### config.mk
export PLATFORM = sky130hd
export DESIGN_NAME = keyframe_playback_sequencer_unit
export DESIGN_NICKNAME = d
export VERILOG_FILES = /design/src/design/kps_pkg.sv /design/src/design/kps_ram.sv /design/src/design/kps_rem.sv /design/src/design/kps_regs.sv /design/src/design/kps_ctrl.sv /design/src/design/keyframe_playback_sequencer_unit.sv
export VERILOG_INCLUDE_DIRS = /design/src /design/src/design
export SDC_FILE = /design/constraint.sdc
export NUM_CORES = 2
export LEC_CHECK = 0
export BUFFER_PORTS_ARGS = -buffer_cell sky130_fd_sc_hd__clkbuf_2
export CAP_MARGIN = 40
export CORE_MARGIN = 3
export CORE_UTILIZATION = 45
export DETAILED_ROUTE_END_ITERATION = 6
export HOLD_SLACK_MARGIN = 0.03
export SLEW_MARGIN = 10
export SYNTH_ARGS = -nofsm -noshare
export SYNTH_HDL_FRONTEND = slang
export SYNTH_HIERARCHICAL = 1
export SYNTH_SLANG_ARGS = --single-unit
### constraint.sdc
create_clock -name clk -period 4.9 [get_ports clk]
set_clock_uncertainty 0.1 [all_clocks]
set_input_delay 0.735 -clock clk [delete_from_list [all_inputs] [get_ports clk]]
set_output_delay 0.735 -clock clk [all_outputs]
set_load 0.05 [all_outputs]
### src/design/keyframe_playback_sequencer_unit_defines.svh
// Assertion macros shared by the sequencer RTL.
// Each use expects clk and arst_n in scope.
`ifndef KEYFRAME_PLAYBACK_SEQUENCER_UNIT_DEFINES_SVH
`define KEYFRAME_PLAYBACK_SEQUENCER_UNIT_DEFINES_SVH

// property that must hold at every edge out of reset
`define KPS_ASSERT(lbl, prop, msg) \
	lbl: assert property (@(posedge clk) disable iff (!arst_n) prop) \
		else $error(msg);

// antecedent in one cycle implies consequent in the next
`define KPS_ASSERT_NEXT(lbl, ante, cons, msg) \
	lbl: assert property (@(posedge clk) disable iff (!arst_n) (ante) |=> (cons)) \
		else $error(msg);

`endif

### src/design/kps_pkg.sv
`default_nettype none
package kps_pkg;
	localparam int DUR_W     = 16;
	localparam int FRAME_W   = 16;
	localparam int EVENT_W   = 8;
	localparam int DELTA_W   = 16;
	localparam int IDX_W     = 6;
	localparam int COUNT_W   = 7;
	localparam int ELAPSED_W = 24;
	// 127 entries of at most 65535 units each
	localparam int SUM_W     = 23;
	localparam int PADDR_W   = 3;
	localparam int PDATA_W   = 32;

	localparam logic [ELAPSED_W-1:0] ELAPSED_MAX = '1;

	localparam logic REG_LOOP_ENABLE = 1'b0;
	localparam logic REG_ENTRY_COUNT = 1'b1;

	typedef enum logic [1:0] {
		CMD_WRITE = 2'd0,
		CMD_START = 2'd1,
		CMD_TICK  = 2'd2,
		CMD_STOP  = 2'd3
	} cmd_t;

	typedef struct packed {
		logic               loop_enable;
		logic [COUNT_W-1:0] entry_count;
		logic               count_upd;
	} cfg_t;
endpackage
`default_nettype wire

### src/design/kps_ram.sv
`default_nettype none
module kps_ram #(
	parameter int WIDTH = 8,
	parameter int DEPTH = 64
) (
	input  wire logic                                     clk,
	input  wire logic                                     we,
	input  wire logic [((DEPTH > 1) ? $clog2(DEPTH) : 1)-1:0] waddr,
	input  wire logic [WIDTH-1:0]                         wdata,
	input  wire logic [((DEPTH > 1) ? $clog2(DEPTH) : 1)-1:0] raddr,
	output logic      [WIDTH-1:0]                         rdata
);
	logic [WIDTH-1:0] mem [DEPTH];

	always_ff @(posedge clk) begin
		if (we) begin
			mem[waddr] <= wdata;
		end
		rdata <= mem[raddr];
	end
endmodule
`default_nettype wire

### src/design/kps_rem.sv
`default_nettype none
// Restoring remainder, one quotient bit per cycle.
module kps_rem import kps_pkg::*; (
	input  wire logic                 clk,
	input  wire logic                 arst_n,
	input  wire logic                 start,
	input  wire logic [ELAPSED_W-1:0] dividend,
	input  wire logic [SUM_W-1:0]     divisor,
	output logic                      busy,
	output logic                      done,
	output logic      [SUM_W-1:0]     rem
);
	localparam int CNT_W = $clog2(ELAPSED_W + 1);

	logic [CNT_W-1:0]     cnt_q;
	logic                 busy_q;
	logic                 done_q;
	logic [ELAPSED_W-1:0] dvd_q;
	logic [SUM_W-1:0]     div_q;
	logic [SUM_W-1:0]     rem_q;
	logic [SUM_W:0]       trial;
	logic                 ge;

	assign trial = {rem_q, dvd_q[ELAPSED_W-1]};
	assign ge    = trial >= {1'b0, div_q};

	always_ff @(posedge clk or negedge arst_n) begin
		if (!arst_n) begin
			busy_q <= 1'b0;
			done_q <= 1'b0;
			cnt_q  <= '0;
		end else begin
			done_q <= 1'b0;
			if (start) begin
				busy_q <= 1'b1;
				cnt_q  <= CNT_W'(ELAPSED_W);
			end else if (busy_q) begin
				cnt_q <= cnt_q - CNT_W'(1);
				if (cnt_q == CNT_W'(1)) begin
					busy_q <= 1'b0;
					done_q <= 1'b1;
				end
			end
		end
	end

	always_ff @(posedge clk) begin
		if (start) begin
			dvd_q <= dividend;
			div_q <= divisor;
			rem_q <= '0;
		end else if (busy_q) begin
			dvd_q <= {dvd_q[ELAPSED_W-2:0], 1'b0};
			// partial remainder stays below the divisor, so it fits SUM_W
			rem_q <= ge ? SUM_W'(trial - {1'b0, div_q}) : SUM_W'(trial);
		end
	end

	assign busy = busy_q;
	assign done = done_q;
	assign rem  = rem_q;
endmodule
`default_nettype wire

### src/design/kps_regs.sv
`default_nettype none
module kps_regs import kps_pkg::*; (
	input  wire logic               clk,
	input  wire logic               arst_n,
	input  wire logic               psel,
	input  wire logic               penable,
	input  wire logic               pwrite,
	input  wire logic [PADDR_W-1:0] paddr,
	input  wire logic [PDATA_W-1:0] pwdata,
	output logic      [PDATA_W-1:0] prdata,
	output logic                    pready,
	output cfg_t                    cfg
);
	logic               loop_q;
	logic [COUNT_W-1:0] count_q;
	logic               wr;
	logic               sel;

	assign wr     = psel & penable & pwrite;
	assign sel    = paddr[2];
	assign pready = 1'b1;

	always_ff @(posedge clk or negedge arst_n) begin
		if (!arst_n) begin
			loop_q  <= 1'b0;
			count_q <= COUNT_W'(1);
		end else if (wr) begin
			case (sel)
				REG_LOOP_ENABLE: loop_q  <= pwdata[0];
				REG_ENTRY_COUNT: count_q <= pwdata[COUNT_W-1:0];
				default: ;
			endcase
		end
	end

	always_comb begin
		case (sel)
			REG_LOOP_ENABLE: prdata = {{(PDATA_W-1){1'b0}}, loop_q};
			REG_ENTRY_COUNT: prdata = {{(PDATA_W-COUNT_W){1'b0}}, count_q};
			default:         prdata = '0;
		endcase
	end

	assign cfg.loop_enable = loop_q;
	assign cfg.entry_count = count_q;
	assign cfg.count_upd   = wr && (sel == REG_ENTRY_COUNT);
endmodule
`default_nettype wire

### src/design/kps_ctrl.sv
`default_nettype none
`include "keyframe_playback_sequencer_unit_defines.svh"
module kps_ctrl import kps_pkg::*; #(
	parameter int MAX_ENTRIES = 64
) (
	input  wire logic               clk,
	input  wire logic               arst_n,
	input  wire cfg_t               cfg,
	input  wire logic               start,
	output logic                    busy,
	input  wire logic [1:0]         cmd,
	input  wire logic [IDX_W-1:0]   entry_index,
	input  wire logic [DUR_W-1:0]   entry_duration,
	input  wire logic [FRAME_W-1:0] entry_frame,
	input  wire logic [EVENT_W-1:0] entry_event,
	input  wire logic [DELTA_W-1:0] delta,
	output logic                    done,
	output logic      [FRAME_W-1:0] frame_number,
	output logic      [EVENT_W-1:0] event_flags,
	output logic      [IDX_W-1:0]   position,
	output logic                    is_playing,
	output logic                    is_finished
);
	localparam int AW   = (MAX_ENTRIES > 1) ? $clog2(MAX_ENTRIES) : 1;
	localparam int NW   = AW + 1;
	localparam int DF_W = DUR_W + FRAME_W;

	typedef enum logic [3:0] {
		ST_CLEAR,
		ST_IDLE,
		ST_EXEC,
		ST_SUM,
		ST_CHK,
		ST_DIV,
		ST_WALK_RD,
		ST_WALK_CHK,
		ST_RD
	} state_t;

	state_t               state_q;
	logic [AW-1:0]        cur_q;
	logic [ELAPSED_W-1:0] elapsed_q;
	logic                 playing_q;
	logic                 finished_q;
	logic                 started_q;
	logic                 done_q;
	logic                 first_q;
	logic [AW-1:0]        clr_q;
	// cached table length over the active entries
	logic                 sum_ok_q;
	logic [SUM_W-1:0]     sum_q;
	logic                 zero_q;
	logic [NW-1:0]        iss_q;
	logic                 sweep_v_s1;

	cmd_t                 cmd_q;
	logic [IDX_W-1:0]     idx_q;
	logic [DUR_W-1:0]     dur_in_q;
	logic [FRAME_W-1:0]   frame_in_q;
	logic [EVENT_W-1:0]   event_in_q;
	logic [DELTA_W-1:0]   delta_q;

	logic [NW-1:0]        n_act;
	logic [NW-1:0]        nxt;
	logic                 idx_ok;
	logic [ELAPSED_W:0]   el_add;
	logic [ELAPSED_W-1:0] el_sat;
	logic                 mod_need;
	logic [DUR_W-1:0]     dur_rd;

	logic                 df_we;
	logic [AW-1:0]        raddr;
	logic [DF_W-1:0]      df_rdata;
	logic                 ev_we;
	logic [AW-1:0]        ev_waddr;
	logic [EVENT_W-1:0]   ev_wdata;
	logic [EVENT_W-1:0]   ev_rdata;

	logic                 rem_start;
	logic                 rem_busy;
	logic                 rem_done;
	logic [SUM_W-1:0]     rem_val;

	always_comb begin
		if (cfg.entry_count == '0) begin
			n_act = NW'(1);
		end else if (32'(cfg.entry_count) > MAX_ENTRIES) begin
			n_act = NW'(MAX_ENTRIES);
		end else begin
			n_act = NW'(cfg.entry_count);
		end
	end

	assign nxt      = {1'b0, cur_q} + NW'(1);
	assign idx_ok   = 32'(idx_q) < MAX_ENTRIES;
	assign el_add   = {1'b0, elapsed_q} + (ELAPSED_W+1)'(delta_q);
	assign el_sat   = el_add[ELAPSED_W] ? ELAPSED_MAX : el_add[ELAPSED_W-1:0];
	assign dur_rd   = df_rdata[DF_W-1:FRAME_W];
	// whole laps of the table drop out by a remainder when all durations are nonzero
	assign mod_need = !zero_q && ({1'b0, cur_q} < n_act) && (sum_q != '0)
		&& (elapsed_q >= {1'b0, sum_q});

	assign df_we    = (state_q == ST_EXEC) && (cmd_q == CMD_WRITE) && idx_ok;
	assign raddr    = (state_q == ST_SUM) ? iss_q[AW-1:0] : cur_q;
	assign ev_we    = (state_q == ST_CLEAR) || df_we;
	assign ev_waddr = (state_q == ST_CLEAR) ? clr_q : AW'(idx_q);
	assign ev_wdata = (state_q == ST_CLEAR) ? '0 : event_in_q;
	assign rem_start = (state_q == ST_CHK) && mod_need;

	kps_ram #(
		.WIDTH(DF_W),
		.DEPTH(MAX_ENTRIES)
	) u_df_ram (
		.clk  (clk),
		.we   (df_we),
		.waddr(AW'(idx_q)),
		.wdata({dur_in_q, frame_in_q}),
		.raddr(raddr),
		.rdata(df_rdata)
	);

	kps_ram #(
		.WIDTH(EVENT_W),
		.DEPTH(MAX_ENTRIES)
	) u_ev_ram (
		.clk  (clk),
		.we   (ev_we),
		.waddr(ev_waddr),
		.wdata(ev_wdata),
		.raddr(raddr),
		.rdata(ev_rdata)
	);

	kps_rem u_rem (
		.clk     (clk),
		.arst_n  (arst_n),
		.start   (rem_start),
		.dividend(elapsed_q),
		.divisor (sum_q),
		.busy    (rem_busy),
		.done    (rem_done),
		.rem     (rem_val)
	);

	always_ff @(posedge clk) begin
		if (state_q == ST_IDLE && start) begin
			cmd_q      <= cmd_t'(cmd);
			idx_q      <= entry_index;
			dur_in_q   <= entry_duration;
			frame_in_q <= entry_frame;
			event_in_q <= entry_event;
			delta_q    <= delta;
		end
	end

	always_ff @(posedge clk or negedge arst_n) begin
		if (!arst_n) begin
			state_q    <= ST_CLEAR;
			cur_q      <= '0;
			elapsed_q  <= '0;
			playing_q  <= 1'b0;
			finished_q <= 1'b0;
			started_q  <= 1'b0;
			done_q     <= 1'b0;
			first_q    <= 1'b0;
			clr_q      <= '0;
			sum_ok_q   <= 1'b0;
			sum_q      <= '0;
			zero_q     <= 1'b0;
			iss_q      <= '0;
			sweep_v_s1 <= 1'b0;
		end else begin
			done_q <= 1'b0;
			case (state_q)
				ST_CLEAR: begin
					clr_q <= clr_q + AW'(1);
					if (clr_q == AW'(MAX_ENTRIES - 1)) begin
						state_q <= ST_IDLE;
					end
				end
				ST_IDLE: begin
					if (start) begin
						state_q <= ST_EXEC;
					end
				end
				ST_EXEC: begin
					state_q <= ST_RD;
					case (cmd_q)
						CMD_WRITE: sum_ok_q <= 1'b0;
						CMD_START: begin
							cur_q      <= '0;
							elapsed_q  <= '0;
							playing_q  <= 1'b1;
							finished_q <= 1'b0;
							started_q  <= 1'b1;
						end
						CMD_TICK: begin
							if (playing_q && !finished_q) begin
								elapsed_q <= el_sat;
								first_q   <= 1'b1;
								if (!cfg.loop_enable) begin
									state_q <= ST_WALK_RD;
								end else if (sum_ok_q) begin
									state_q <= ST_CHK;
								end else begin
									iss_q      <= '0;
									sum_q      <= '0;
									zero_q     <= 1'b0;
									sweep_v_s1 <= 1'b0;
									state_q    <= ST_SUM;
								end
							end
						end
						CMD_STOP: playing_q <= 1'b0;
						default: ;
					endcase
				end
				ST_SUM: begin
					if (iss_q != n_act) begin
						iss_q <= iss_q + NW'(1);
					end
					sweep_v_s1 <= (iss_q != n_act);
					if (sweep_v_s1) begin
						sum_q <= sum_q + SUM_W'(dur_rd);
						if (dur_rd == '0) begin
							zero_q <= 1'b1;
						end
					end
					if (iss_q == n_act && !sweep_v_s1) begin
						sum_ok_q <= 1'b1;
						state_q  <= ST_CHK;
					end
				end
				ST_CHK: begin
					state_q <= mod_need ? ST_DIV : ST_WALK_RD;
				end
				ST_DIV: begin
					if (rem_done) begin
						elapsed_q <= ELAPSED_W'(rem_val);
						state_q   <= ST_WALK_RD;
					end
				end
				ST_WALK_RD: begin
					state_q <= ST_WALK_CHK;
				end
				ST_WALK_CHK: begin
					// first pass steps even over a zero duration; later ones stop on it
					if (!first_q && dur_rd == '0) begin
						state_q <= ST_RD;
					end else if (elapsed_q >= ELAPSED_W'(dur_rd)) begin
						first_q <= 1'b0;
						if (nxt >= n_act) begin
							if (cfg.loop_enable) begin
								cur_q     <= '0;
								elapsed_q <= elapsed_q - ELAPSED_W'(dur_rd);
								state_q   <= ST_WALK_RD;
							end else begin
								cur_q      <= AW'(n_act - NW'(1));
								playing_q  <= 1'b0;
								finished_q <= 1'b1;
								elapsed_q  <= '0;
								state_q    <= ST_RD;
							end
						end else begin
							cur_q     <= AW'(nxt);
							elapsed_q <= elapsed_q - ELAPSED_W'(dur_rd);
							state_q   <= ST_WALK_RD;
						end
					end else begin
						state_q <= ST_RD;
					end
				end
				ST_RD: begin
					done_q  <= 1'b1;
					state_q <= ST_IDLE;
				end
				default: state_q <= ST_IDLE;
			endcase
			if (cfg.count_upd) begin
				sum_ok_q <= 1'b0;
			end
		end
	end

	assign busy         = state_q != ST_IDLE;
	assign done         = done_q;
	assign frame_number = started_q ? df_rdata[FRAME_W-1:0] : '0;
	assign event_flags  = started_q ? ev_rdata : '0;
	assign position     = IDX_W'(cur_q);
	assign is_playing   = playing_q;
	assign is_finished  = finished_q;

	`KPS_ASSERT(a_fin_stops, finished_q |-> !playing_q, "finished while still playing")
	`KPS_ASSERT_NEXT(a_rd_strobe, state_q == ST_RD, done_q && state_q == ST_IDLE, "missing result strobe")
	`KPS_ASSERT_NEXT(a_done_single, done_q, !done_q, "result strobe longer than one cycle")
	`KPS_ASSERT(a_rem_bound, (state_q == ST_DIV && rem_done) |-> (rem_val < sum_q), "remainder not below table length")
	`KPS_ASSERT(a_idle_rem, (state_q == ST_IDLE) |-> !rem_busy, "remainder unit busy while idle")
endmodule
`default_nettype wire

### src/design/keyframe_playback_sequencer_unit.sv
`default_nettype none
// channel  | signals                                           | handshake
// ---------+---------------------------------------------------+------------------------
// cmd in   | cmd entry_index entry_duration entry_frame        | start && !busy
//          | entry_event delta                                 |
// result   | frame_number event_flags position is_playing      | done, one cycle
//          | is_finished                                       |
// config   | psel penable pwrite paddr pwdata prdata pready    | psel&penable&pwrite
//
// Write, start, stop, idle tick: EXEC then RD, which raises the strobe; the next item waits for IDLE.
// Playing tick: EXEC, then WALK_RD and WALK_CHK for each entry walked, then RD; CHK too when looping.
// Looping after a table write or entry_count change: the SUM state first re-sums the n durations.
// A timer past one lap goes through DIV and the remainder unit; past entry_count it walks per entry.
// After reset busy stays high while the CLEAR state clears the event memory.
// The receiver cannot stall; results are never held back.
module keyframe_playback_sequencer_unit import kps_pkg::*; #(
	parameter int MAX_ENTRIES = 64
) (
	input  wire logic               clk,
	input  wire logic               arst_n,
	input  wire logic               psel,
	input  wire logic               penable,
	input  wire logic               pwrite,
	input  wire logic [PADDR_W-1:0] paddr,
	input  wire logic [PDATA_W-1:0] pwdata,
	output logic      [PDATA_W-1:0] prdata,
	output logic                    pready,
	input  wire logic               start,
	output logic                    busy,
	input  wire logic [1:0]         cmd,
	input  wire logic [IDX_W-1:0]   entry_index,
	input  wire logic [DUR_W-1:0]   entry_duration,
	input  wire logic [FRAME_W-1:0] entry_frame,
	input  wire logic [EVENT_W-1:0] entry_event,
	input  wire logic [DELTA_W-1:0] delta,
	output logic                    done,
	output logic      [FRAME_W-1:0] frame_number,
	output logic      [EVENT_W-1:0] event_flags,
	output logic      [IDX_W-1:0]   position,
	output logic                    is_playing,
	output logic                    is_finished
);
	cfg_t cfg;

	kps_regs u_regs (
		.clk    (clk),
		.arst_n (arst_n),
		.psel   (psel),
		.penable(penable),
		.pwrite (pwrite),
		.paddr  (paddr),
		.pwdata (pwdata),
		.prdata (prdata),
		.pready (pready),
		.cfg    (cfg)
	);

	kps_ctrl #(
		.MAX_ENTRIES(MAX_ENTRIES)
	) u_ctrl (
		.clk           (clk),
		.arst_n        (arst_n),
		.cfg           (cfg),
		.start         (start),
		.busy          (busy),
		.cmd           (cmd),
		.entry_index   (entry_index),
		.entry_duration(entry_duration),
		.entry_frame   (entry_frame),
		.entry_event   (entry_event),
		.delta         (delta),
		.done          (done),
		.frame_number  (frame_number),
		.event_flags   (event_flags),
		.position      (position),
		.is_playing    (is_playing),
		.is_finished   (is_finished)
	);
endmodule
`default_nettype wire

==> out/qor.yml <==
die_w_um: 510
routabilityCongestion: 0.847
path_clk_slew_ns: 0.06
yosysTopAreaCell: "edfxtp_1"
crit_required_ns: 5.53
clockBufferDepth: 4
grt_overflow: 0
maxSlewHeadroom_pct: 35.3
detailed_place_hpwl_mm: 179
grt_pass1_vias: 61000
grt_pass1_wl_mm: 426
synthCells: 6025
synth_edf_count: 2671
fin_crit_sh_pct: 86.9
core_area_um2: 252000
cp_max_fo: 39
r2r_slack_ns: 0.64
htreeDepth: 5
cts_sinks: 2827
synthFlopType: "edfxtp_1"
post-route-min-period_ns: 4.26
crit_arrival_ns: 4.89
die_height_um: 510
netlist.area_leader.share_pct: 70.1
pre_cts_ws_ns: 0.608
drc_errors: 0
setup_violations: 0
die_area_um2: 260000
drtPass1Iterations: 5
cts_tree: "done"
fmax_ghz: 0.235
yosysSeqAreaShare_pct: 73.2
syn_area_um2: 114000
finalMaxSlewViolations: 0
first_iter_violations: 6403
crit_path_frequent_cell: "o21a_1"
power_density_nw_per_um2: 442
start_util_pct: 45.4
wirelength_mm: 293
status: "complete, no violations"
path_class: "flip-flop to flip-flop"
p_leak_nw: 41.6
async_flop_share_pct: 3.29
r2r_cells: 16
synth_cell_types: 96
ys_top_cells_by_area: "edfxtp_1, mux4_2, dfrtp_1"
grt.total_usage_pct: 22.4
viasPerCell: 5.97
hold_path.class: "input pin to flip-flop"
tns_ns: 0
antenna_found_initial: 7
io_buffers: 118
cap_violations: 0
slowest_delay_ns: 0.49
crit_chain: "nor4_1 -> a21oi_1 -> nor2_1 -> ha_1 -> nor2b_1 -> o21a_1 -> o21a_1 -> o21a_1 -> o211a_1 -> a211oi_1 -> and3_2 -> buf_12 -> nor2b_1 -> buf_4 -> o21ai_0 -> o21ai_1"
crit_start: "u_regs/count_q[4]$_DFFE_PN0P_"
area_growth_pct: 14.6
setup_slack_ns: 0.642
r2r-start: "u_regs/count_q[4]$_DFFE_PN0P_"
hold_viol: 0
slowest_stage: "dfrtp_1"
cp-end-kind: "flip-flop"
drive_gt1_share_pct: 23.9
reg2reg_to: "u_ctrl/u_rem/rem[15]$_SDFFE_PP0P_"
tightest_slew_ns: 0.946
cts_root_buffer: "clkbuf_16"
fin_util_pct: 52.0
cp.buffers_inverters: 2
vias: 60400
cts_post_setup_buffers_inserted: 0
synth_seq_cells: 2827
synth_area_per_cell_um2: 19.0
yosysWarningCount: 6
grt_max_degree: 84
clk_latency_ns: 0.96
ir_worst_vdd_mv: 0.408
cts_buffers: 313
setup.worst_path.end: "u_ctrl/u_rem/rem[15]$_SDFFE_PP0P_"
worstSetupPathDepth: 16
ioPinCount: 172
rows: 184
setup.worst_path.start_class: "flip-flop"
routedWlPerCell_um: 28.9
nNetsFinal: 6762
cp_top_family: "compound AO/OA/AOI/OAI gates"
rsz0062_at_grt: "false"
ant_nets: 0
[flip-flops by register name (all words and copies together), names as in the netlist, 4 cells and up]
| signal | cells |
|---|---|
| u_ctrl/u_rem/rem | 23 |
| u_ctrl/dur_in_q | 16 |
| u_ctrl/u_df_ram/rdata | 32 |
| u_ctrl/u_rem/div_q | 23 |
| u_ctrl/u_ev_ram/rdata | 8 |
| u_ctrl/position | 6 |
| u_regs/count_q | 7 |
| u_ctrl/u_ev_ram/mem | 512 |
| u_ctrl/event_in_q | 8 |
| u_ctrl/state_q | 4 |
| u_ctrl/frame_in_q | 16 |
| u_ctrl/iss_q | 7 |
| u_ctrl/delta_q | 16 |
| u_ctrl/clr_q | 6 |
| u_ctrl/u_rem/dvd_q | 24 |
| u_ctrl/u_rem/cnt_q | 5 |
| u_ctrl/u_df_ram/mem | 2048 |
| u_ctrl/sum_q | 23 |
| u_ctrl/elapsed_q | 24 |
| u_ctrl/idx_q | 6 |
[what timing repair did]
action / in CTS / in global routing
endpoints found under the hold margin: 125 / 0
gates resized for setup: 0 / 0
hold buffers: 72 / 0
[per-layer routing]
metal	wire, um	vias to the layer above	track usage, %
met5	0	-	0
met4	7230	0	5.82
met3	18100	443	2.95
met2	147000	2161	37.7
met1	120000	32100	30.9
li1	-	25700	-
[Yosys cell counts, types with 12 or more instances]
cell type  number
a21o_1         27
nor2_1        276
xor2_1         37
nor2b_1        47
nand2_1       156
o22a_1         12
dfrtp_1        92
o21bai_1       13
a31oi_1        48
buf_6          41
a211oi_1       49
buf_1          16
inv_1         107
a221oi_1       17
and2_1         38
a21oi_1       130
ha_1          113
buf_2          77
a22oi_1       136
o21a_1         19
a22o_1         14
mux2_2         55
and3_1         22
nand4_1        24
a211o_1        13
o21ai_1        13
a311o_1        12
mux4_2        572
nor4_1         22
o22ai_1        74
dfxtp_1        63
o221ai_1       26
nand2b_1       34
mux2i_1       229
nand3b_1       13
clkbuf_1      125
buf_4          70
or2_2          13
o21ai_0       109
edfxtp_1     2671
xnor2_1        42
nand3_1        97
o211ai_1       22
nor3_1         42
[kinds of logic (layout without fill, tap and decap cells)]
| group | after synthesis | in the layout | synth area share (%) |
|---|---|---|---|
| AOI/OAI and AO/OA | 839 | 839 | 5.09 |
| xor gates and xnor gates | 79 | 79 | 0.605 |
| adders and majority gates | 117 | 117 | 1.31 |
| buffers and inverters | 448 | 1166 | 2.18 |
| DFF | 2827 | 2827 | 73.2 |
| muxes | 859 | 859 | 13.8 |
| other | 2 | 31 | 0.00656 |
| and+or+nand+nor | 854 | 854 | 3.72 |
[cell usage in the layout (no fill, tap or decap), drive strengths merged, types with 116 or more instances in the layout]
master / netlist / routed
a21oi: 134 / 134
clkbuf: 126 / 515
mux2i: 229 / 229
buf: 215 / 328
edfxtp: 2671 / 2671
nand2: 157 / 157
nor2: 277 / 277
o21ai: 126 / 126
inv: 107 / 116
a22oi: 136 / 136
mux4: 572 / 572
[power by group]
group          switching [mW]  internal [mW]  total [mW]  leakage [nW]
clock                    9.09           12.7        21.8          4.59
combinational            4.91           2.42        7.33          11.1
sequential              0.700           28.2        28.9          25.9
[how the worst min path moves through the flow]
stage	startpoint	endpoint	slack [ns]	depth (start not counted)
global route	penable	u_regs/loop_q$_DFFE_PN0P_	0.11	3
detailed placement	u_ctrl/sum_q[20]$_DFFE_PN0P_	u_ctrl/u_rem/div_q[20]$_DFFE_PP_	0.39	0
global placement	u_ctrl/clr_q[5]$_DFFE_PN0P_	u_ctrl/clr_q[5]$_DFFE_PN0P_	0.39	1
floorplan	u_ctrl/sum_q[17]$_DFFE_PN0P_	u_ctrl/u_rem/div_q[17]$_DFFE_PP_	0.32	0
finish	penable	u_regs/loop_q$_DFFE_PN0P_	0.15	3
CTS	penable	u_regs/loop_q$_DFFE_PN0P_	0.07	3
[final cells by class]
type / instances / area, um2
clock inverter: 144 / 1100
multi-input combinational: 2774 / 28900
timing repair buffer: 517 / 4520
sequential: 2827 / 83800
tap: 3348 / 4190
inverter: 107 / 402
antenna: 5 / 12.5
clock buffer: 398 / 8280
fill: 20000 / 121000
[worst min-delay path, stage by stage]
cell and delay, ns:
clkbuf_2 0.11, nand4b_1 0.10, mux2_2 0.15
[stage by stage]
step                      power, mW  hold slack [ns]  instance area, um2  instances
final                          58.0            0.148              131000      10100
after global routing           60.2            0.107              131000      10100
after CTS                      58.5           0.0743              131000      10100
after detailed placement       36.6            0.390              121000       9499
after global placement         36.4            0.387              121000       9478
after floorplan                34.0            0.323              114000       6049
Power figures use the tool's default switching activity.
